==> config.mk <==
export PLATFORM = sky130hd
export DESIGN_NAME = h2r_queue
export DESIGN_NICKNAME = d
export VERILOG_FILES = /design/src/rtl/core/h2r_queue.sv
export SDC_FILE = /design/constraint.sdc
export NUM_CORES = 1
export LEC_CHECK = 0
export BUFFER_PORTS_ARGS = -buffer_cell sky130_fd_sc_hd__buf_4
export CAP_MARGIN = 5
export CORE_ASPECT_RATIO = 0.6
export CORE_MARGIN = 2
export CORE_UTILIZATION = 35
export CTS_CLUSTER_DIAMETER = 80
export DETAILED_ROUTE_END_ITERATION = 10
export PLACE_DENSITY = 0.58
export SETUP_SLACK_MARGIN = 0.15
export SLEW_MARGIN = 20
export SYNTH_ARGS = -nofsm -noshare
export SYNTH_HDL_FRONTEND = slang
export SYNTH_SLANG_ARGS = --single-unit
export TNS_END_PERCENT = 50
==> constraint.sdc <==
create_clock -name clk -period 2.33 [get_ports clk]
set_input_delay 0.466 -clock clk [delete_from_list [all_inputs] [get_ports clk]]
set_output_delay 0.466 -clock clk [all_outputs]
set_load 0.05 [all_outputs]
==> src/rtl/core/h2r_queue.sv <==
// h2r_queue: small register FIFO between the front and back pipelines.
// Standalone; no package use.
module h2r_queue #(
    parameter int WIDTH = 51,
    parameter int DEPTH = 4
) (
    input  logic             clk,
    input  logic             rst_n,
    input  logic             in_valid,
    output logic             in_ready,
    input  logic [WIDTH-1:0] in_data,
    output logic             out_valid,
    input  logic             out_ready,
    output logic [WIDTH-1:0] out_data
);

    localparam int PTR_W = (DEPTH > 1) ? $clog2(DEPTH) : 1;
    localparam int CNT_W = $clog2(DEPTH + 1);

    logic [WIDTH-1:0] mem_reg [DEPTH];
    logic [PTR_W-1:0] wr_ptr_reg, wr_ptr_next;
    logic [PTR_W-1:0] rd_ptr_reg, rd_ptr_next;
    logic [CNT_W-1:0] count_reg, count_next;
    logic             push, pop;

    assign in_ready  = (count_reg != CNT_W'(DEPTH));
    assign out_valid = (count_reg != '0);
    assign out_data  = mem_reg[rd_ptr_reg];
    assign push      = in_valid && in_ready;
    assign pop       = out_valid && out_ready;

    // pointer and fill count update
    always_comb
    begin
        wr_ptr_next = wr_ptr_reg;
        rd_ptr_next = rd_ptr_reg;
        count_next  = count_reg;
        if (push)
            wr_ptr_next = (wr_ptr_reg == PTR_W'(DEPTH - 1)) ? '0 : wr_ptr_reg + 1'b1;
        if (pop)
            rd_ptr_next = (rd_ptr_reg == PTR_W'(DEPTH - 1)) ? '0 : rd_ptr_reg + 1'b1;
        if (push && !pop)
            count_next = count_reg + 1'b1;
        else if (pop && !push)
            count_next = count_reg - 1'b1;
    end

    always_ff @(posedge clk or negedge rst_n)
    begin
        if (!rst_n)
        begin
            wr_ptr_reg <= '0;
            rd_ptr_reg <= '0;
            count_reg  <= '0;
        end
        else
        begin
            wr_ptr_reg <= wr_ptr_next;
            rd_ptr_reg <= rd_ptr_next;
            count_reg  <= count_next;
        end
    end

    // storage
    always_ff @(posedge clk)
    begin
        if (push)
            mem_reg[wr_ptr_reg] <= in_data;
    end

endmodule

==> results.py <==
metrics = {
    "finish": {
        "drive_above_1_share_pct": 49.7,
        "multi_input_area_um2": 1430,
        "final_area_um2": 10200,
        "post-route-util_pct": 46.6,
        "insertedDiodeCount": 0,
        "stdcell_count": 741,
        "finalNetCount": 502,
        "syn2layout_area_growth_pct": 31.3,
        "largest_reg_flops": 204,
        "regArea_um2": 6310,
        "num-fill-cells": 1821,
    },
    "yosys": {
        "yosys.cell_count.top_type": "edfxtp_1",
        "synth-seq-area-share_pct": 80.9,
        "synth_top_cell_by_area": "edfxtp_1",
        "synth_flop_cell": "edfxtp_1",
        "yosysTopAreaCellShare_pct": 78.7,
        "synth_xor_area_share_pct": 0.337,
        "syn_area_um2": 7790,
        "async_flop_share_pct": 3.32,
        "synth_compound_area_share_pct": 0,
        "synth_top_family_by_area": "multiplexers",
        "synth_seq_cells": 211,
        "synthMuxAreaShare_pct": 15.6,
        "yosys_warnings": 0,
        "synthCells": 303,
        "synth_enable_flop_cells": 204,
        "yosysUniqueCellTypes": 19,
        "synth_fa_ha_area_share_pct": 1.22,
        "ys_top_cells_by_area": "edfxtp_1 79%, mux4_2 15%, dfrtp_1 2.2%",
        "synthTopCellsByCount": "204 x edfxtp_1, 51 x mux4_2, 7 x dfrtp_1, 6 x ha_1, 5 x buf_4",
        "synth_nets": 365,
        "postSynthAreaPerCell_um2": 25.7,
        "yosys.area_share.simple_pct": 0.932,
    },
    "critical_path": {
        "setup.worst_path.start_class": "flop",
        "critPathMaxStageDelay_ps": 550,
        "cp-end-kind": "primary output",
        "setup.worst_path.start": "rd_ptr_reg[0]",
        "arrival_ps": 1990,
        "slowest_stage": "mux4_2",
        "cp_max_fo": 5,
        "r2r-start": "count_reg[0]",
        "reg2reg_slack_ps": 210,
        "crit_type": "reg2out",
        "cp.required_ps": 1860,
        "reg2reg_to": "count_reg[1]",
        "r2r_cells": 6,
        "crit_chain": "buf_6 -> buf_16 -> mux4_2 -> buf_8",
        "cp-endpoint": "out_data[26]",
    },
    "pwr": {
        "irDropWorstVdd_uv": 919,
        "finalPower_mw": 15.8,
        "p_per_area_nw_per_um2": 1540,
        "p_leak_nw": 3.52,
    },
    "global_routing": {
        "grt_pass1_vias": 3909,
        "grt_max_degree": 54,
        "grt_pass1_wl_um": 23400,
        "antenna_found_initial": 0,
        "track_usage_pct": 13.6,
        "grt_overflow_total": 0,
    },
    "floorplanning": {
        "chipWidth_um": 197,
        "core-area_um2": 21900,
        "dieArea_um2": 23500,
        "die_y_um": 120,
        "row_count": 42,
        "ios": 108,
        "start_util_pct": 35.5,
    },
    "sta": {
        "finalMaxSlewViolations": 0,
        "final-setup-viol-count": 51,
        "clock_skew_ps": 23.5,
        "fin_setup_tns_ps": -3850,
        "finalHoldViolCount": 0,
        "finalWorstSetupSlack_ps": -123,
        "fin_crit_ps": 2450,
        "relSlewSlack_pct": 62.7,
        "worst_slew_pin_slew_ps": 560,
        "grt_setup_unrepaired": "true",
        "finalCritPeriodShare_pct": 105,
        "fin_hold_ws_ps": 160,
        "fmax_ghz": 0.408,
    },
    "clock_network": {
        "clk_latency_ps": 500,
        "cts_sinks": 211,
        "htreeDepth": 1,
        "cts.path.max_buffers": 3,
        "root_buffer": "clkbuf_16",
        "cts_buffers": 21,
        "cts_tree": "yes",
        "path_clk_slew_ps": 60,
    },
    "run": {
        "drv_cap": 0,
    },
    "placed_design": {
        "place_ws_ps": 159,
        "hpwl_um": 8810,
        "placed_cell_area_um2": 9030,
        "dpl.cell_count": 691,
        "gp_congestion": 0.720,
        "io_buffers": 107,
    },
    "routing": {
        "via_per_inst": 4.79,
        "drtPass1Iterations": 4,
        "postRouteWirelength_um": 15800,
        "drt_iter0_markers": 189,
        "antenna_left": 0,
        "vias": 3551,
        "drc": 0,
        "drt-wirelength-per-cell_um": 21.3,
    },
    "hold_path": {
        "worstHoldPathCells": 1,
        "hp-start": "in_data[28]",
        "min_path_type": "in2reg",
    },
    "run_status": {
        "violations": "negative setup slack",
        "status": "finished, violations left",
    },
}
area by class of cell:
cell class | instances | share of cell area (%)
clock inverters | 16 | 2.11
flip-flops and latches | 211 | 61.7
clock buffers | 22 | 5.18
well taps | 286 | 3.50
multi-input cells | 77 | 13.9
inverters | 3 | 0.110
repair buffers | 126 | 13.5
power by group:
| part | switching (mW) | internal, mW |
|---|---|---|
| sequential | 0.210 | 5.03 |
| clock | 1.37 | 2.21 |
| combinational | 4.08 | 2.85 |
| total | 5.66 | 10.1 |
what timing repair did:
action                                  4_1_cts  5_1_grt
setup buffers                                 5        0
hold buffers                                  1        0
hold endpoints to repair                      7        0
gates resized for setup                      56        7
cloned                                        3        3
endpoints found under the setup margin       52       53
pin swaps                                     1        0
critical path, delay by kind of cell, from the launching register on:
kind                   cells  cell delay [ps]
DFF                        1              460
buffers and inverters      3              470
muxes                      1              550
worst min path at each step:
stage | end
after floorplan | count_reg[0]
after global placement | count_reg[0]
after detailed placement | count_reg[0]
after CTS | mem_reg[0][14]
after global routing | mem_reg[2][27]
final | mem_reg[0][28]
cells by family after synthesis:
kind of cell,Yosys count
adder cells (fa/ha/maj),7
AND/OR/NAND/NOR,11
buffers and inverters,15
XOR/XNOR,3
flip-flops,211
multiplexers,56
placed cells by master (no fill, tap or decap), types with 2 or more instances in the layout:
master,count
edfxtp_1,204
buf_4,57
buf_6,53
mux4_2,51
clkbuf_16,24
buf_12,7
ha_1,5
bufinv_16,5
and3_2,4
clkinv_1,4
buf_16,4
dfrtp_1,4
inv_1,3
mux2_2,3
nor2_1,3
clkinvlp_4,3
mux2_4,2
xor2_1,2
inv_6,2
clkinv_2,2
dfrtp_2,2
per-layer routing:
metal	track usage (%)	share of wire [%]	wire (µm)	vias to the layer above
li1	-	-	-	1571
met1	19.1	47	7390	1857
met2	20.9	45	7150	99
met3	3.99	6.1	959	24
met4	3.46	2.0	310	0
met5	0	0	0	-
Note: power is estimated with default switching activity, not from simulation.
