**src/rtl/core/h2r_pkg.sv**
```systemverilog
// h2r_pkg: field widths and fixed constants of the HSL to RGB converter.
// No dependencies; compiled first.
package h2r_pkg;

    // Field widths of the pixel channels
    localparam int HUE_W = 9;
    localparam int PCT_W = 7;
    localparam int CH_W  = 8;

    // Input ranges
    localparam int HUE_TURN = 360;
    localparam int PCT_FULL = 100;

    // Reciprocal for the hue remainder (x < 2^HX_W), divide by 360
    localparam int HX_W = 17;
    localparam int HK   = 26;
    localparam int HM_W = 18;
    localparam int HM   = (1 << HK) / HUE_TURN;

    // Reciprocal for the percent remainder (x < 2^PX_W), divide by 100
    localparam int PX_W = 14;
    localparam int PK   = 21;
    localparam int PM_W = 15;
    localparam int PM   = (1 << PK) / PCT_FULL;

endpackage

```
**src/rtl/core/h2r_if.sv**
```systemverilog
// h2r_if: valid/ready channels for HSL input words and RGB output words.
// Depends on h2r_pkg for field widths.
interface h2r_hsl_if;
    logic                       valid;
    logic                       ready;
    logic [h2r_pkg::HUE_W-1:0]  hue_deg;
    logic [h2r_pkg::PCT_W-1:0]  sat_pct;
    logic [h2r_pkg::PCT_W-1:0]  light_pct;

    modport source (output valid, hue_deg, sat_pct, light_pct, input ready);
    modport sink   (input valid, hue_deg, sat_pct, light_pct, output ready);
endinterface


```
**src/rtl/core/h2r_front.sv**
```systemverilog
// h2r_front: accepts HSL words, wraps/clamps them and scales them to fixed point.
// Three register stages; depends on h2r_pkg and h2r_hsl_if.
module h2r_front #(
    parameter int FRAC_BITS = 16
) (
    input  logic                       clk,
    input  logic                       rst_n,
    h2r_hsl_if.sink                    pix,
    output logic                       word_valid,
    input  logic                       word_ready,
    output logic [3*FRAC_BITS+2:0]     word_data
);

    localparam int F    = FRAC_BITS;
    localparam int QW   = F + 1;
    localparam int HW   = h2r_pkg::HUE_W;
    localparam int PW   = h2r_pkg::PCT_W;
    localparam int HXW  = h2r_pkg::HX_W;
    localparam int PXW  = h2r_pkg::PX_W;
    localparam int HPW  = h2r_pkg::HX_W + h2r_pkg::HM_W;
    localparam int PPW  = h2r_pkg::PX_W + h2r_pkg::PM_W;
    localparam int HQW  = HPW - h2r_pkg::HK;
    localparam int PQW  = PPW - h2r_pkg::PK;
    localparam longint unsigned ONE = 64'd1 << F;
    localparam longint unsigned QH  = ONE / h2r_pkg::HUE_TURN;
    localparam longint unsigned RH  = ONE % h2r_pkg::HUE_TURN;
    localparam longint unsigned QP  = ONE / h2r_pkg::PCT_FULL;
    localparam longint unsigned RP  = ONE % h2r_pkg::PCT_FULL;

    logic            front_adv;

    // stage 1: wrapped and clamped fields, remainders to divide
    logic [HW-1:0]   hue_next, s1_hue_reg;
    logic [PW-1:0]   sat_next, s1_sat_reg;
    logic [PW-1:0]   light_next, s1_light_reg;
    logic [HXW-1:0]  xh_next, s1_xh_reg;
    logic [PXW-1:0]  xs_next, s1_xs_reg;
    logic [PXW-1:0]  xl_next, s1_xl_reg;
    logic            s1_valid_reg;

    // stage 2: quotient estimates
    logic [HPW-1:0]  hprod;
    logic [PPW-1:0]  sprod, lprod;
    logic [HW-1:0]   s2_hue_reg;
    logic [PW-1:0]   s2_sat_reg, s2_light_reg;
    logic [HXW-1:0]  s2_xh_reg;
    logic [PXW-1:0]  s2_xs_reg, s2_xl_reg;
    logic [HQW-1:0]  s2_qh_reg;
    logic [PQW-1:0]  s2_qs_reg, s2_ql_reg;
    logic            s2_valid_reg;

    // stage 3: corrected fixed-point values
    logic [HXW-1:0]  hrem;
    logic [QW-1:0]   h_full;
    logic [QW-1:0]   s_next, l_next;
    logic            grey_next;
    logic [3*F+2:0]  word_next, s3_word_reg;
    logic            s3_valid_reg;

    // percent to fixed point with remainder correction
    function automatic logic [QW-1:0] pct_to_fix(
        input logic [PW-1:0]  p,
        input logic [PXW-1:0] x,
        input logic [PQW-1:0] q
    );
        logic [PXW-1:0] rem;
        rem = x - PXW'(q) * PXW'(h2r_pkg::PCT_FULL);
        return QW'(p) * QW'(QP) + QW'(q) + QW'(rem >= PXW'(h2r_pkg::PCT_FULL));
    endfunction

    assign front_adv  = !s3_valid_reg || word_ready;
    assign pix.ready  = front_adv;
    assign word_valid = s3_valid_reg;
    assign word_data  = s3_word_reg;

    // stage 1 logic
    always_comb
    begin
        hue_next   = (pix.hue_deg >= HW'(h2r_pkg::HUE_TURN))
                   ? pix.hue_deg - HW'(h2r_pkg::HUE_TURN) : pix.hue_deg;
        sat_next   = (pix.sat_pct > PW'(h2r_pkg::PCT_FULL))
                   ? PW'(h2r_pkg::PCT_FULL) : pix.sat_pct;
        light_next = (pix.light_pct > PW'(h2r_pkg::PCT_FULL))
                   ? PW'(h2r_pkg::PCT_FULL) : pix.light_pct;
        xh_next    = HXW'(hue_next) * HXW'(RH) + HXW'(h2r_pkg::HUE_TURN / 2);
        xs_next    = PXW'(sat_next) * PXW'(RP) + PXW'(h2r_pkg::PCT_FULL / 2);
        xl_next    = PXW'(light_next) * PXW'(RP) + PXW'(h2r_pkg::PCT_FULL / 2);
    end

    // stage 2 logic: multiply by reciprocal, estimate may be one low
    assign hprod = HPW'(s1_xh_reg) * HPW'(h2r_pkg::HM);
    assign sprod = PPW'(s1_xs_reg) * PPW'(h2r_pkg::PM);
    assign lprod = PPW'(s1_xl_reg) * PPW'(h2r_pkg::PM);

    // stage 3 logic: correct quotient, add integer part
    always_comb
    begin
        hrem      = s2_xh_reg - HXW'(s2_qh_reg) * HXW'(h2r_pkg::HUE_TURN);
        h_full    = QW'(s2_hue_reg) * QW'(QH) + QW'(s2_qh_reg)
                  + QW'(hrem >= HXW'(h2r_pkg::HUE_TURN));
        s_next    = pct_to_fix(s2_sat_reg, s2_xs_reg, s2_qs_reg);
        l_next    = pct_to_fix(s2_light_reg, s2_xl_reg, s2_ql_reg);
        grey_next = (s2_sat_reg == '0);
        word_next = {grey_next, h_full[F-1:0], s_next, l_next};
    end

    // stage valids
    always_ff @(posedge clk or negedge rst_n)
    begin
        if (!rst_n)
        begin
            s1_valid_reg <= 1'b0;
            s2_valid_reg <= 1'b0;
            s3_valid_reg <= 1'b0;
        end
        else if (front_adv)
        begin
            s1_valid_reg <= pix.valid;
            s2_valid_reg <= s1_valid_reg;
            s3_valid_reg <= s2_valid_reg;
        end
    end

    // stage payloads
    always_ff @(posedge clk)
    begin
        if (front_adv)
        begin
            s1_hue_reg   <= hue_next;
            s1_sat_reg   <= sat_next;
            s1_light_reg <= light_next;
            s1_xh_reg    <= xh_next;
            s1_xs_reg    <= xs_next;
            s1_xl_reg    <= xl_next;
            s2_hue_reg   <= s1_hue_reg;
            s2_sat_reg   <= s1_sat_reg;
            s2_light_reg <= s1_light_reg;
            s2_xh_reg    <= s1_xh_reg;
            s2_xs_reg    <= s1_xs_reg;
            s2_xl_reg    <= s1_xl_reg;
            s2_qh_reg    <= hprod[HPW-1:h2r_pkg::HK];
            s2_qs_reg    <= sprod[PPW-1:h2r_pkg::PK];
            s2_ql_reg    <= lprod[PPW-1:h2r_pkg::PK];
            s3_word_reg  <= word_next;
        end
    end

endmodule

```
**src/flat_wrapper.sv**
```systemverilog
// flat-port wrapper written by rule: the top's interface ports become plain ports
module h2r_front_flat 
#(
    parameter int FRAC_BITS = 16
)
  (clk, rst_n, word_valid, word_ready, word_data, pix_valid, pix_hue_deg, pix_sat_pct, pix_light_pct, pix_ready);
  h2r_hsl_if pix_i ();
  input  logic clk;
  input  logic rst_n;
  output logic word_valid;
  input  logic word_ready;
  output logic [3*FRAC_BITS+2:0] word_data;
  input wire logic [$bits(pix_i.valid)-1:0] pix_valid;
  input wire logic [$bits(pix_i.hue_deg)-1:0] pix_hue_deg;
  input wire logic [$bits(pix_i.sat_pct)-1:0] pix_sat_pct;
  input wire logic [$bits(pix_i.light_pct)-1:0] pix_light_pct;
  output wire logic [$bits(pix_i.ready)-1:0] pix_ready;
  assign pix_i.valid = pix_valid;
  assign pix_i.hue_deg = pix_hue_deg;
  assign pix_i.sat_pct = pix_sat_pct;
  assign pix_i.light_pct = pix_light_pct;
  assign pix_ready = pix_i.ready;
  h2r_front #(.FRAC_BITS(FRAC_BITS)) u_core (.clk(clk), .rst_n(rst_n), .pix(pix_i), .word_valid(word_valid), .word_ready(word_ready), .word_data(word_data));
endmodule
```
**config.mk**
```make
export PLATFORM = sky130hd
export DESIGN_NAME = h2r_front_flat
export DESIGN_NICKNAME = d
export VERILOG_FILES = /design/src/rtl/core/h2r_pkg.sv /design/src/rtl/core/h2r_if.sv /design/src/rtl/core/h2r_front.sv /design/src/flat_wrapper.sv
export SDC_FILE = /design/constraint.sdc
export NUM_CORES = 1
export LEC_CHECK = 0
export ABC_CLOCK_PERIOD_IN_PS = 7400
export BUFFER_PORTS_ARGS = -buffer_cell sky130_fd_sc_hd__buf_2
export CORE_MARGIN = 2
export CORE_UTILIZATION = 55
export CTS_CLUSTER_SIZE = 28
export DETAILED_ROUTE_END_ITERATION = 16
export PLACE_DENSITY = 0.76
export SYNTH_ARGS = -nofsm -noshare
export SYNTH_HDL_FRONTEND = slang
export SYNTH_SLANG_ARGS = --single-unit
export TNS_END_PERCENT = 10
```
**constraint.sdc**
```tcl
create_clock -name clk -period 7.4 [get_ports clk]
set_input_delay 1.48 -clock clk [delete_from_list [all_inputs] [get_ports clk]]
set_output_delay 1.48 -clock clk [all_outputs]
set_load 0.02 [all_outputs]
```
==> flow_metrics.py <==
metrics = {
    "clock_tree": {
        "cts_tree": "yes",
        "clkLatencyLatePin_ns": 0.45,
        "cts_sinks": 184,
        "hold_buffers": 0,
        "path_clk_slew_ns": 0.08,
        "numCtsBuffers": 17,
        "cts_buffer_depth": 2,
        "cts_max_level": 4,
        "clock-root-buffer": "clkbuf_16",
    },
    "final_layout": {
        "nets": 3168,
        "largest_reg_flops": 51,
        "area_delta_synth_final_pct": 7.797,
        "drive_gt1_frac": 0.06485,
        "antenna_cells": 0,
        "fillers": 3410,
    },
    "flow_run": {
        "drv_cap": 0,
    },
    "global_route": {
        "grt-ovfl-total": 0,
        "grt_pass1_wl_um": 78430,
        "antenna_found_initial": 0,
        "grt_pass1_vias": 16820,
        "grt_max_degree": 133,
        "grt_use_total": 0.2176,
    },
    "place": {
        "place_congestion": 0.8859,
        "io_buffers": 79,
        "dp_hpwl_um": 38820,
        "post-place-ws_ns": -0.01528,
    },
    "route": {
        "avgViaCountPerCell": 5.321,
        "drc": 0,
        "drt_iter0_drc": 627,
        "wl_um": 46020,
        "drt_pass1_iterations": 4,
        "num_vias": 15420,
        "wl_per_cell_um": 15.88,
        "ant_nets": 0,
    },
    "yosys": {
        "avgSynthCellArea_um2": 10.95,
        "synth_warnings": 0,
        "yosys-top-cells-count": "609 x ha_1, 484 x inv_1, 231 x fa_1",
        "synth-edff-count": 181,
        "synth.most_common_cell": "ha_1",
        "synth_top_area_share": 0.3170,
        "synthFlopType": "edfxtp_1",
        "synth_area_leader_cell": "ha_1",
        "ys_seq_area_frac": 0.2292,
        "yosys-top-cells-area": "ha_1 32%, edfxtp_1 23%, fa_1 19%",
        "ys_types": 63,
        "ys_ff_latch": 184,
        "synthCells": 2196,
        "async_flop_share": 0.01630,
        "synthesis.area_mm2": 0.02404,
    },
    "setup_path": {
        "worstPathMaxFanout": 3,
        "crit_type": "flop to flop",
        "startpoint_type": "flop",
        "cp.required_ns": 7.60,
        "cp-end-kind": "flop",
        "slowest_delay_ns": 0.51,
        "cp_common_cell": "ha_1",
        "crit_arrival_ns": 7.43,
        "crit_slowest_cell": "fa_1",
    },
    "worst_hold_path": {
        "min_path_type": "flop to flop",
    },
    "sta": {
        "fin_skew_ns": 0.01501,
        "fmaxAchievable_mhz": 138.5,
        "min_period_ns": 7.222,
        "min_period_over_period": 0.9760,
        "slew_headroom": 0.4998,
        "drv_slew": 0,
        "setup_viol": 0,
        "finalHoldViolCount": 0,
        "finalWorstSetupSlack_ns": 0.1778,
        "worstMarginPinSlew_ns": 0.7504,
    },
    "floorplanning": {
        "fp.dieW_um": 213.1,
        "rows": 76,
        "die_area_mm2": 0.04540,
        "start_util": 0.5581,
        "dieHeight_um": 213.1,
        "coreArea_mm2": 0.04308,
        "pin_count": 80,
    },
    "outcome": {
        "status": "finished, final reports clean",
    },
}
## final cells by class
type                    count  area (µm²)  area share
clock buffers              19       432.9     0.01671
clock inverters            12       185.2    0.007146
inverters                 484        1817     0.07010
multi-input cells        1526       16750      0.6463
flip-flops and latches    184        5510      0.2126
well taps                 585       732.0     0.02824
repair buffers             88       488.0     0.01883
## final timing paths
check | depth (start not counted) | endpoint | slack (ns) | from
setup / recovery | 31 | u_core.word_data[16] | 0.18 | u_core.s2_ql_reg[3]
hold / removal | 0 | u_core.s2_hue_reg[2] | 0.42 | u_core.s1_hue_reg[2]
setup reg to reg | 31 | u_core.word_data[16] | 0.18 | u_core.s2_ql_reg[3]
hold reg to reg | 0 | u_core.s2_hue_reg[2] | 0.42 | u_core.s1_hue_reg[2]
max in group asynchronous | 1 | u_core.word_valid | 6.49 | rst_n
min in group asynchronous | 1 | u_core.s1_valid_reg | 0.81 | rst_n
## cells by family after synthesis
group                    count (synthesis)  share of synthesized area
AO/OA/AOI/OAI                          265                    0.07281
XOR/XNOR                               139                    0.05064
adder cells (fa/ha/maj)                840                     0.5093
buffers and inverters                  488                    0.07619
flip-flops                             184                     0.2292
multiplexers                             8                   0.003435
other                                    1                  0.0001560
AND/OR/NAND/NOR                        271                    0.05824
## what timing repair did
item / CTS / global route
resized for setup: 1 / 7
cloned: 0 / 0
setup endpoints to repair: 1 / 4
setup buffers: 5 / 3
pin swaps: 0 / 4
## critical path: cells and delay by family, from the launching register on
family	cells	cell delay, ns
compound gates	14	2.62
xor+xnor	2	0.34
fa+ha+maj	10	3.10
buf+inv	3	0.26
flops	1	0.43
simple gates	2	0.21
## layout by cell type, fill, tap and decap left out, types with 13 or more instances in the layout
| master | synthesis | layout |
|---|---|---|
| o21ai_1 | 12 | 13 |
| nor2_1 | 62 | 62 |
| xnor2_1 | 93 | 93 |
| a21oi_1 | 79 | 78 |
| inv_1 | 484 | 484 |
| clkbuf_16 | 0 | 17 |
| o21ai_0 | 52 | 51 |
| fa_1 | 231 | 229 |
| ha_1 | 609 | 606 |
| nor3_1 | 36 | 36 |
| nor2b_1 | 29 | 29 |
| buf_2 | 0 | 79 |
| nand2_1 | 45 | 45 |
| o21a_1 | 21 | 21 |
| nand2b_1 | 15 | 14 |
| xor2_1 | 46 | 46 |
| edfxtp_1 | 181 | 181 |
| nand3_1 | 19 | 19 |
| a21o_1 | 20 | 20 |
## through the flow
| step | util | instance area [µm²] | setup TNS (ns) | hold slack, ns | instances |
|---|---|---|---|---|---|
| floorplan | - | 24050 | 0 | 0.4003 | 2198 |
| global placement | 0.5847 | 25190 | 0 | 0.4027 | 2859 |
| detailed placement | 0.5847 | 25190 | -0.01528 | 0.4045 | 2859 |
| CTS | 0.6000 | 25850 | 0 | 0.4193 | 2895 |
| global route | 0.6016 | 25910 | -0.1171 | 0.4263 | 2898 |
| finish | 0.6016 | 25910 | 0 | 0.4159 | 2898 |
## routing by layer
| metal | GRT usage | vias up | routed length, µm |
|---|---|---|---|
| met2 | 0.3934 | 251 | 23310 |
| li1 | - | 7619 | - |
| met4 | 0.05739 | 0 | 862 |
| met3 | 0.02912 | 59 | 1496 |
| met1 | 0.2731 | 7491 | 20360 |
| met5 | 0 | - | 0 |
Power is left out: the tool's default activity adds up to more than one toggle a clock period on the data nets, which glitch-free logic cannot reach.
