[config.mk]
export PLATFORM = sky130hd
export DESIGN_NAME = h2r_back_flat
export DESIGN_NICKNAME = d
export VERILOG_FILES = /design/src/rtl/core/h2r_pkg.sv /design/src/rtl/core/h2r_if.sv /design/src/rtl/core/h2r_back.sv /design/src/flat_wrapper.sv
export SDC_FILE = /design/constraint.sdc
export NUM_CORES = 2
export LEC_CHECK = 0
export ABC_AREA = 1
export ABC_CLOCK_PERIOD_IN_PS = 61400
export BUFFER_PORTS_ARGS = -buffer_cell sky130_fd_sc_hd__buf_2
export CAP_MARGIN = 20
export CORE_MARGIN = 2
export CORE_UTILIZATION = 60
export CTS_CLUSTER_DIAMETER = 30
export DETAILED_ROUTE_END_ITERATION = 7
export GPL_TIMING_DRIVEN = 0
export PLACE_DENSITY_LB_ADDON = 0.2
export SKIP_LAST_GASP = 1
export SLEW_MARGIN = 10
export SYNTH_ARGS = -nofsm -noshare
export SYNTH_HDL_FRONTEND = slang
export SYNTH_SLANG_ARGS = --single-unit
[constraint.sdc]
create_clock -name clk -period 61.4 [get_ports clk]
set_input_delay 12.28 -clock clk [delete_from_list [all_inputs] [get_ports clk]]
set_output_delay 12.28 -clock clk [all_outputs]
set_load 0.02 [all_outputs]
[src/rtl/core/h2r_pkg.sv]
// h2r_pkg: field widths and fixed constants of the HSL to RGB converter.
// No dependencies; compiled first.
package h2r_pkg;

    // Field widths of the pixel channels
    localparam int HUE_W = 9;
    localparam int PCT_W = 7;
    localparam int CH_W  = 8;

    // Input ranges
    localparam int HUE_TURN = 360;
    localparam int PCT_FULL = 100;

    // Reciprocal for the hue remainder (x < 2^HX_W), divide by 360
    localparam int HX_W = 17;
    localparam int HK   = 26;
    localparam int HM_W = 18;
    localparam int HM   = (1 << HK) / HUE_TURN;

    // Reciprocal for the percent remainder (x < 2^PX_W), divide by 100
    localparam int PX_W = 14;
    localparam int PK   = 21;
    localparam int PM_W = 15;
    localparam int PM   = (1 << PK) / PCT_FULL;

endpackage

[src/rtl/core/h2r_if.sv]


interface h2r_rgb_if;
    logic                      valid;
    logic                      ready;
    logic [h2r_pkg::CH_W-1:0]  red;
    logic [h2r_pkg::CH_W-1:0]  green;
    logic [h2r_pkg::CH_W-1:0]  blue;

    modport source (output valid, red, green, blue, input ready);
    modport sink   (input valid, red, green, blue, output ready);
endinterface

[src/rtl/core/h2r_back.sv]
// h2r_back: hue-to-channel evaluation for three lanes and the RGB output register.
// Six register stages; depends on h2r_pkg and h2r_rgb_if.
module h2r_back #(
    parameter int FRAC_BITS = 16
) (
    input  logic                    clk,
    input  logic                    rst_n,
    input  logic                    word_valid,
    output logic                    word_ready,
    input  logic [3*FRAC_BITS+2:0]  word_data,
    h2r_rgb_if.source               pix
);

    localparam int F   = FRAC_BITS;
    localparam int QW  = F + 1;
    localparam int LW  = F + 2;
    localparam int CW  = h2r_pkg::CH_W;
    localparam int NCH = 3;
    localparam longint unsigned ONE        = 64'd1 << F;
    localparam longint unsigned THIRD      = ONE / 3;
    localparam longint unsigned TWO_THIRDS = (2 * ONE) / 3;

    // lane order
    localparam int LANE_R = 0;
    localparam int LANE_G = 1;
    localparam int LANE_B = 2;

    // piece of the hue-to-channel curve
    typedef enum logic [1:0] {
        SEG_RISE,
        SEG_HIGH,
        SEG_FALL,
        SEG_LOW
    } seg_t;

    logic            back_adv;
    logic            out_valid_reg;

    // b1: unpack, l*s product
    logic            in_grey;
    logic [F-1:0]    in_h;
    logic [QW-1:0]   in_s, in_l;
    logic [2*QW-1:0] ls_prod;
    logic            b1_valid_reg, b1_grey_reg;
    logic [F-1:0]    b1_h_reg;
    logic [QW-1:0]   b1_s_reg, b1_l_reg, b1_ls_reg;

    // b2: hi/lo levels, lane positions
    logic            light_low;
    logic [LW-1:0]   hi_next, lo_next, lo_sum;
    logic [QW-1:0]   tr_sum;
    logic [QW-1:0]   t_next [NCH];
    logic            b2_valid_reg, b2_grey_reg;
    logic [QW-1:0]   b2_l_reg;
    logic [LW-1:0]   b2_hi_reg, b2_lo_reg;
    logic [QW-1:0]   b2_t_reg [NCH];

    // b3: span, segment and multiplier operand per lane
    logic [LW-1:0]   span_next;
    logic [F+3:0]    t6  [NCH];
    logic [F+2:0]    t3  [NCH];
    logic [QW-1:0]   d_val [NCH];
    logic [F+3:0]    d6  [NCH];
    seg_t            seg_next [NCH];
    logic [QW-1:0]   m_next [NCH];
    logic            b3_valid_reg, b3_grey_reg;
    logic [QW-1:0]   b3_l_reg;
    logic [LW-1:0]   b3_hi_reg, b3_lo_reg, b3_span_reg;
    seg_t            b3_seg_reg [NCH];
    logic [QW-1:0]   b3_m_reg [NCH];

    // b4: ramp products
    logic [LW+QW-1:0] ramp [NCH];
    logic            b4_valid_reg, b4_grey_reg;
    logic [QW-1:0]   b4_l_reg;
    logic [LW-1:0]   b4_hi_reg, b4_lo_reg;
    seg_t            b4_seg_reg [NCH];
    logic [LW-1:0]   b4_prod_reg [NCH];

    // b5: channel level held within 0..ONE
    logic [LW:0]     lvl [NCH];
    logic [QW-1:0]   v_next [NCH];
    logic            b5_valid_reg;
    logic [QW-1:0]   b5_v_reg [NCH];

    // output: scale to 0..255
    logic [F+8:0]    scaled [NCH];
    logic [CW-1:0]   byte_next [NCH];
    logic [CW-1:0]   red_reg, green_reg, blue_reg;

    assign back_adv   = !out_valid_reg || pix.ready;
    assign word_ready = back_adv;
    assign pix.valid  = out_valid_reg;
    assign pix.red    = red_reg;
    assign pix.green  = green_reg;
    assign pix.blue   = blue_reg;

    // b1 logic
    assign {in_grey, in_h, in_s, in_l} = word_data;
    assign ls_prod = (2*QW)'(in_l) * (2*QW)'(in_s);

    // b2 logic: hi = l + s*(l or 1-l), lo = 2l - hi floored at zero
    always_comb
    begin
        light_low = ({b1_l_reg, 1'b0} < (QW+1)'(ONE));
        lo_sum    = LW'(b1_l_reg) + LW'(b1_ls_reg);
        if (light_low)
        begin
            hi_next = lo_sum;
            lo_next = LW'(b1_l_reg) - LW'(b1_ls_reg);
        end
        else
        begin
            hi_next = LW'(b1_l_reg) + LW'(b1_s_reg) - LW'(b1_ls_reg);
            lo_next = (lo_sum >= LW'(b1_s_reg)) ? lo_sum - LW'(b1_s_reg) : '0;
        end
        tr_sum         = QW'(b1_h_reg) + QW'(THIRD);
        t_next[LANE_R] = (tr_sum > QW'(ONE)) ? tr_sum - QW'(ONE) : tr_sum;
        t_next[LANE_G] = QW'(b1_h_reg);
        t_next[LANE_B] = (b1_h_reg >= F'(THIRD)) ? QW'(b1_h_reg) - QW'(THIRD)
                       : QW'(b1_h_reg) + QW'(ONE) - QW'(THIRD);
    end

    // b3 logic: pick curve segment per lane
    always_comb
    begin
        span_next = (b2_hi_reg > b2_lo_reg) ? b2_hi_reg - b2_lo_reg : '0;
        for (int c = 0; c < NCH; c++)
        begin
            t6[c]    = (F+4)'(b2_t_reg[c]) * (F+4)'(6);
            t3[c]    = (F+3)'(b2_t_reg[c]) * (F+3)'(3);
            d_val[c] = (b2_t_reg[c] <= QW'(TWO_THIRDS))
                     ? QW'(TWO_THIRDS) - b2_t_reg[c] : '0;
            d6[c]    = (F+4)'(d_val[c]) * (F+4)'(6);
            priority if (t6[c] < (F+4)'(ONE))
            begin
                seg_next[c] = SEG_RISE;
                m_next[c]   = t6[c][QW-1:0];
            end
            else if ({b2_t_reg[c], 1'b0} < (QW+1)'(ONE))
            begin
                seg_next[c] = SEG_HIGH;
                m_next[c]   = '0;
            end
            else if (t3[c] < (F+3)'(2 * ONE))
            begin
                seg_next[c] = SEG_FALL;
                m_next[c]   = d6[c][QW-1:0];
            end
            else
            begin
                seg_next[c] = SEG_LOW;
                m_next[c]   = '0;
            end
        end
    end

    // b4 logic: span times ramp position
    always_comb
    begin
        for (int c = 0; c < NCH; c++)
            ramp[c] = (LW+QW)'(b3_span_reg) * (LW+QW)'(b3_m_reg[c]);
    end

    // b5 logic: level per segment, grey bypass, clamp
    always_comb
    begin
        for (int c = 0; c < NCH; c++)
        begin
            unique case (b4_seg_reg[c])
                SEG_RISE, SEG_FALL: lvl[c] = (LW+1)'(b4_lo_reg) + (LW+1)'(b4_prod_reg[c]);
                SEG_HIGH:           lvl[c] = (LW+1)'(b4_hi_reg);
                SEG_LOW:            lvl[c] = (LW+1)'(b4_lo_reg);
                default:            lvl[c] = (LW+1)'(b4_lo_reg);
            endcase
            if (b4_grey_reg)
                lvl[c] = (LW+1)'(b4_l_reg);
            v_next[c] = (lvl[c] > (LW+1)'(ONE)) ? QW'(ONE) : lvl[c][QW-1:0];
        end
    end

    // output logic: (v * 255) >> F
    always_comb
    begin
        for (int c = 0; c < NCH; c++)
        begin
            scaled[c]    = (F+9)'(b5_v_reg[c]) * (F+9)'(255);
            byte_next[c] = scaled[c][F +: CW];
        end
    end

    // stage valids
    always_ff @(posedge clk or negedge rst_n)
    begin
        if (!rst_n)
        begin
            b1_valid_reg  <= 1'b0;
            b2_valid_reg  <= 1'b0;
            b3_valid_reg  <= 1'b0;
            b4_valid_reg  <= 1'b0;
            b5_valid_reg  <= 1'b0;
            out_valid_reg <= 1'b0;
        end
        else if (back_adv)
        begin
            b1_valid_reg  <= word_valid;
            b2_valid_reg  <= b1_valid_reg;
            b3_valid_reg  <= b2_valid_reg;
            b4_valid_reg  <= b3_valid_reg;
            b5_valid_reg  <= b4_valid_reg;
            out_valid_reg <= b5_valid_reg;
        end
    end

    // stage payloads
    always_ff @(posedge clk)
    begin
        if (back_adv)
        begin
            b1_grey_reg <= in_grey;
            b1_h_reg    <= in_h;
            b1_s_reg    <= in_s;
            b1_l_reg    <= in_l;
            b1_ls_reg   <= ls_prod[F +: QW];

            b2_grey_reg <= b1_grey_reg;
            b2_l_reg    <= b1_l_reg;
            b2_hi_reg   <= hi_next;
            b2_lo_reg   <= lo_next;

            b3_grey_reg <= b2_grey_reg;
            b3_l_reg    <= b2_l_reg;
            b3_hi_reg   <= b2_hi_reg;
            b3_lo_reg   <= b2_lo_reg;
            b3_span_reg <= span_next;

            b4_grey_reg <= b3_grey_reg;
            b4_l_reg    <= b3_l_reg;
            b4_hi_reg   <= b3_hi_reg;
            b4_lo_reg   <= b3_lo_reg;

            for (int c = 0; c < NCH; c++)
            begin
                b2_t_reg[c]    <= t_next[c];
                b3_seg_reg[c]  <= seg_next[c];
                b3_m_reg[c]    <= m_next[c];
                b4_seg_reg[c]  <= b3_seg_reg[c];
                b4_prod_reg[c] <= ramp[c][F +: LW];
                b5_v_reg[c]    <= v_next[c];
            end

            red_reg   <= byte_next[LANE_R];
            green_reg <= byte_next[LANE_G];
            blue_reg  <= byte_next[LANE_B];
        end
    end

endmodule

[src/flat_wrapper.sv]
// flat-port wrapper written by rule: the top's interface ports become plain ports
module h2r_back_flat 
#(
    parameter int FRAC_BITS = 16
)
  (clk, rst_n, word_valid, word_ready, word_data, pix_valid, pix_red, pix_green, pix_blue, pix_ready);
  h2r_rgb_if pix_i ();
  input  logic clk;
  input  logic rst_n;
  input  logic word_valid;
  output logic word_ready;
  input  logic [3*FRAC_BITS+2:0] word_data;
  output wire logic [$bits(pix_i.valid)-1:0] pix_valid;
  output wire logic [$bits(pix_i.red)-1:0] pix_red;
  output wire logic [$bits(pix_i.green)-1:0] pix_green;
  output wire logic [$bits(pix_i.blue)-1:0] pix_blue;
  input wire logic [$bits(pix_i.ready)-1:0] pix_ready;
  assign pix_valid = pix_i.valid;
  assign pix_red = pix_i.red;
  assign pix_green = pix_i.green;
  assign pix_blue = pix_i.blue;
  assign pix_i.ready = pix_ready;
  h2r_back #(.FRAC_BITS(FRAC_BITS)) u_core (.clk(clk), .rst_n(rst_n), .word_valid(word_valid), .word_ready(word_ready), .word_data(word_data), .pix(pix_i));
endmodule
==> impl_metrics.env <==
export IMPL_status="finished, violations left"
export IMPL_violations="design-rule violations"
export IMPL_synthCells=9840
export IMPL_area_growth_pct=8.51
export IMPL_drive_gt1_share_pct=3.78
export IMPL_clock_latency_ns=0.76
export IMPL_die_h_um=369
export IMPL_path_common_cell="buf_2"
export IMPL_wl_um=231000
export IMPL_setup_viol=0
export IMPL_io_buffers=80
export IMPL_post_cts_buffers=0
export IMPL_initial_core_util_pct=60.3
export IMPL_track_usage_pct=34.7
export IMPL_synth_top_family_by_area="adder cells"
export IMPL_dieArea_um2=137000
export IMPL_hpwl_um=191000
export IMPL_h_tree_depth=3
export IMPL_gr_total_overflow=0
export IMPL_cts_root_buf="clkbuf_16"
export IMPL_hold_buffers=0
export IMPL_fin_crit_ns=25.97
export IMPL_drtAntennaViolNets=0
export IMPL_worst_setup_path_start_kind="primary input"
export IMPL_ios=81
export IMPL_syn_area_per_cell_um2=8.15
export IMPL_ys_warnings_count=0
export IMPL_ctsResizeCount=0
export IMPL_synth_edf_count=487
export IMPL_tns_ns=0
export IMPL_synthAdderAreaFrac_pct=41.8
export IMPL_drc=2
export IMPL_wl_per_cell_um=19.4
export IMPL_synthMuxAreaShare_pct=0
export IMPL_min_period_over_period_pct=42.3
export IMPL_cts_tree="done"
export IMPL_synthXorXnorAreaFrac_pct=3.39
export IMPL_fillCellCount=11500
export IMPL_max_freq_mhz=38.5
export IMPL_nets=12100
export IMPL_ys_seq_elements=493
export IMPL_synth_simple_gate_area_share_pct=15.3
export IMPL_cp_slowest_cell="clkbuf_4"
export IMPL_cp_buffers_inverters=5
export IMPL_cts_buffers=111
export IMPL_grt_pass1_wl_um=365000
export IMPL_worst_slew_pin_slew_ns=1.28
export IMPL_synth_async_reset_ratio_pct=1.22
export IMPL_synthesis_nets=11900
export IMPL_setup_slack_ns=35.43
export IMPL_routed_via_count=64600
export IMPL_place_congestion=1.01
export IMPL_max_stage_delay_ns=0.62
export IMPL_worstSetupEndpointType="output pin"
export IMPL_grt_pass1_vias=66400
export IMPL_hold_class="reg2reg"
export IMPL_arrival_ns=13.69
export IMPL_crit_path_max_fanout=55
export IMPL_worstPathRequired_ns=49.12
export IMPL_avgViaCountPerCell=5.42
export IMPL_synth_compound_area_share_pct=7.18
export IMPL_crit_type="in2out"
export IMPL_clockBufferDepth=3
export IMPL_hold_violations=0
export IMPL_pre_cts_ws_ns=35.42
export IMPL_fp_row_count=134
export IMPL_coreArea_um2=133000
export IMPL_ys_flop_type="edfxtp_1"
export IMPL_ys_seq_area_share_pct=18.4
export IMPL_worstPathCellList="buf_2 -> inv_1 -> nand2_1 -> clkbuf_4 -> buf_16 -> buf_2"
export IMPL_grt_setup_unrepaired="false"
export IMPL_timing_final_max_slew_violations=0
export IMPL_mostFrequentLayoutCell="inv_1"
export IMPL_maxCapViolations=0
export IMPL_cpLargestDelayFamily="buffers and inverters"
export IMPL_cts_clk_slew_worst_paths_ns=0.05
export IMPL_slew_headroom_pct=14.4
export IMPL_synth_cell_types=62
export IMPL_cts_sinks=493
export IMPL_syn_area_um2=80200
export IMPL_finClkSkew_ns=0.0985
export IMPL_die_w_um=369
export IMPL_grt_antenna_before_repair=4
export IMPL_grt_max_degree=68
export IMPL_largest_reg_flops=54
export IMPL_drt_first_pass_iters=8
export IMPL_first_iter_violations=5378
export IMPL_final_cell_mix="2614 x inv_1, 2214 x nand2_1, 1133 x fa_1"
final timing paths:
check | from | to | slack, ns | depth (start not counted)
worst max-delay path | pix_ready | word_ready | 35.43 | 6
worst max register to register | u_core.b3_span_reg[7] | u_core.b4_prod_reg[0][17] | 53.37 | 24
max in group asynchronous | rst_n | u_core.b4_valid_reg | 49.90 | 1
min in group asynchronous | rst_n | u_core.b5_valid_reg | 11.35 | 1
worst min register to register | u_core.b3_hi_reg[3] | u_core.b4_hi_reg[3] | 0.40 | 0
worst min-delay path | u_core.b3_hi_reg[3] | u_core.b4_hi_reg[3] | 0.40 | 0
cell type report:
cell class              count  area, um^2  area share, %
repair buffers             97         729          0.839
clock buffers             116        2800           3.22
flip-flops and latches    493       14800           17.0
well taps                1768        2210           2.54
plain buffers             314        1250           1.43
multi-input cells        6401       54300           62.4
inverters                2632        9880           11.4
diodes                      5        12.5         0.0144
clock inverters            96        1070           1.23
cells by family after synthesis:
family | Yosys count
compound gates | 1027
buf+inv | 2946
simple gates | 3065
flops | 493
fa+ha+maj | 2000
xor+xnor | 309
per-layer routing:
| layer | track usage [%] | part of all wire [%] | vias up |
|---|---|---|---|
| met2 | 55.8 | 45 | 2517 |
| li1 | - | - | 30200 |
| met3 | 6.53 | 8.5 | 594 |
| met5 | 0 | 0.0043 | - |
| met4 | 14.7 | 4.6 | 2 |
| met1 | 46.1 | 41 | 31300 |
worst register-to-register path, cell delays in order (launching register included):
cell and delay, ns:
edfxtp_1 0.60, clkbuf_1 0.96, buf_1 0.78, nand2_1 0.19
fa_1 0.59, inv_1 0.05, fa_1 0.49, inv_1 0.06
fa_1 0.53, inv_1 0.05, fa_1 0.39, fa_1 0.53
inv_1 0.07, fa_1 0.52, inv_1 0.11, ha_1 0.39
nand2_1 0.13, nor4_1 0.29, o21ai_0 0.12, nand2_1 0.12
a21oi_1 0.11, o21bai_1 0.37, nand2_1 0.11, nand3_1 0.15
xor2_1 0.08
synthesized netlist by cell type (all sizes together) (3+ instances only):
cell type / number / area share (%)
ha: 867 / 14
o21a: 16 / 0.15
and2: 5 / 0.039
edfxtp: 487 / 18
o22ai: 48 / 0.37
nand3: 267 / 1.7
nand2: 2220 / 10
nor3: 61 / 0.38
and3: 4 / 0.031
a211oi: 6 / 0.056
a21o: 36 / 0.34
a31oi: 29 / 0.23
a21oi: 499 / 3.1
o311ai: 4 / 0.044
a221oi: 9 / 0.098
nand3b: 13 / 0.12
nand4: 58 / 0.45
o211ai: 16 / 0.16
o21bai: 37 / 0.35
o221ai: 3 / 0.033
o21ai: 278 / 1.7
xor2: 220 / 2.4
a21boi: 12 / 0.11
a221o: 3 / 0.037
nor2: 407 / 1.9
o31ai: 16 / 0.16
o2111ai: 3 / 0.033
or2: 15 / 0.12
inv: 2630 / 12
nor4: 14 / 0.11
fa: 1133 / 28
buf: 82 / 0.46
clkbuf: 232 / 1.1
xnor2: 89 / 0.97
dfrtp: 6 / 0.19
a22oi: 3 / 0.028
per-stage QoR:
step	utilization, %	area (um^2)	instances	hold slack, ns
final	65.4	87000	11900	0.397
after global routing	65.4	87000	11900	0.402
after CTS	65.3	86900	11900	0.398
after detailed placement	62.4	83000	11700	0.405
after global placement	62.3	82800	11700	0.401
after floorplan	-	80200	9840	0.400
Power is left out: the tool's default activity adds up to more than one toggle a clock period on the data nets, which glitch-free logic cannot reach.
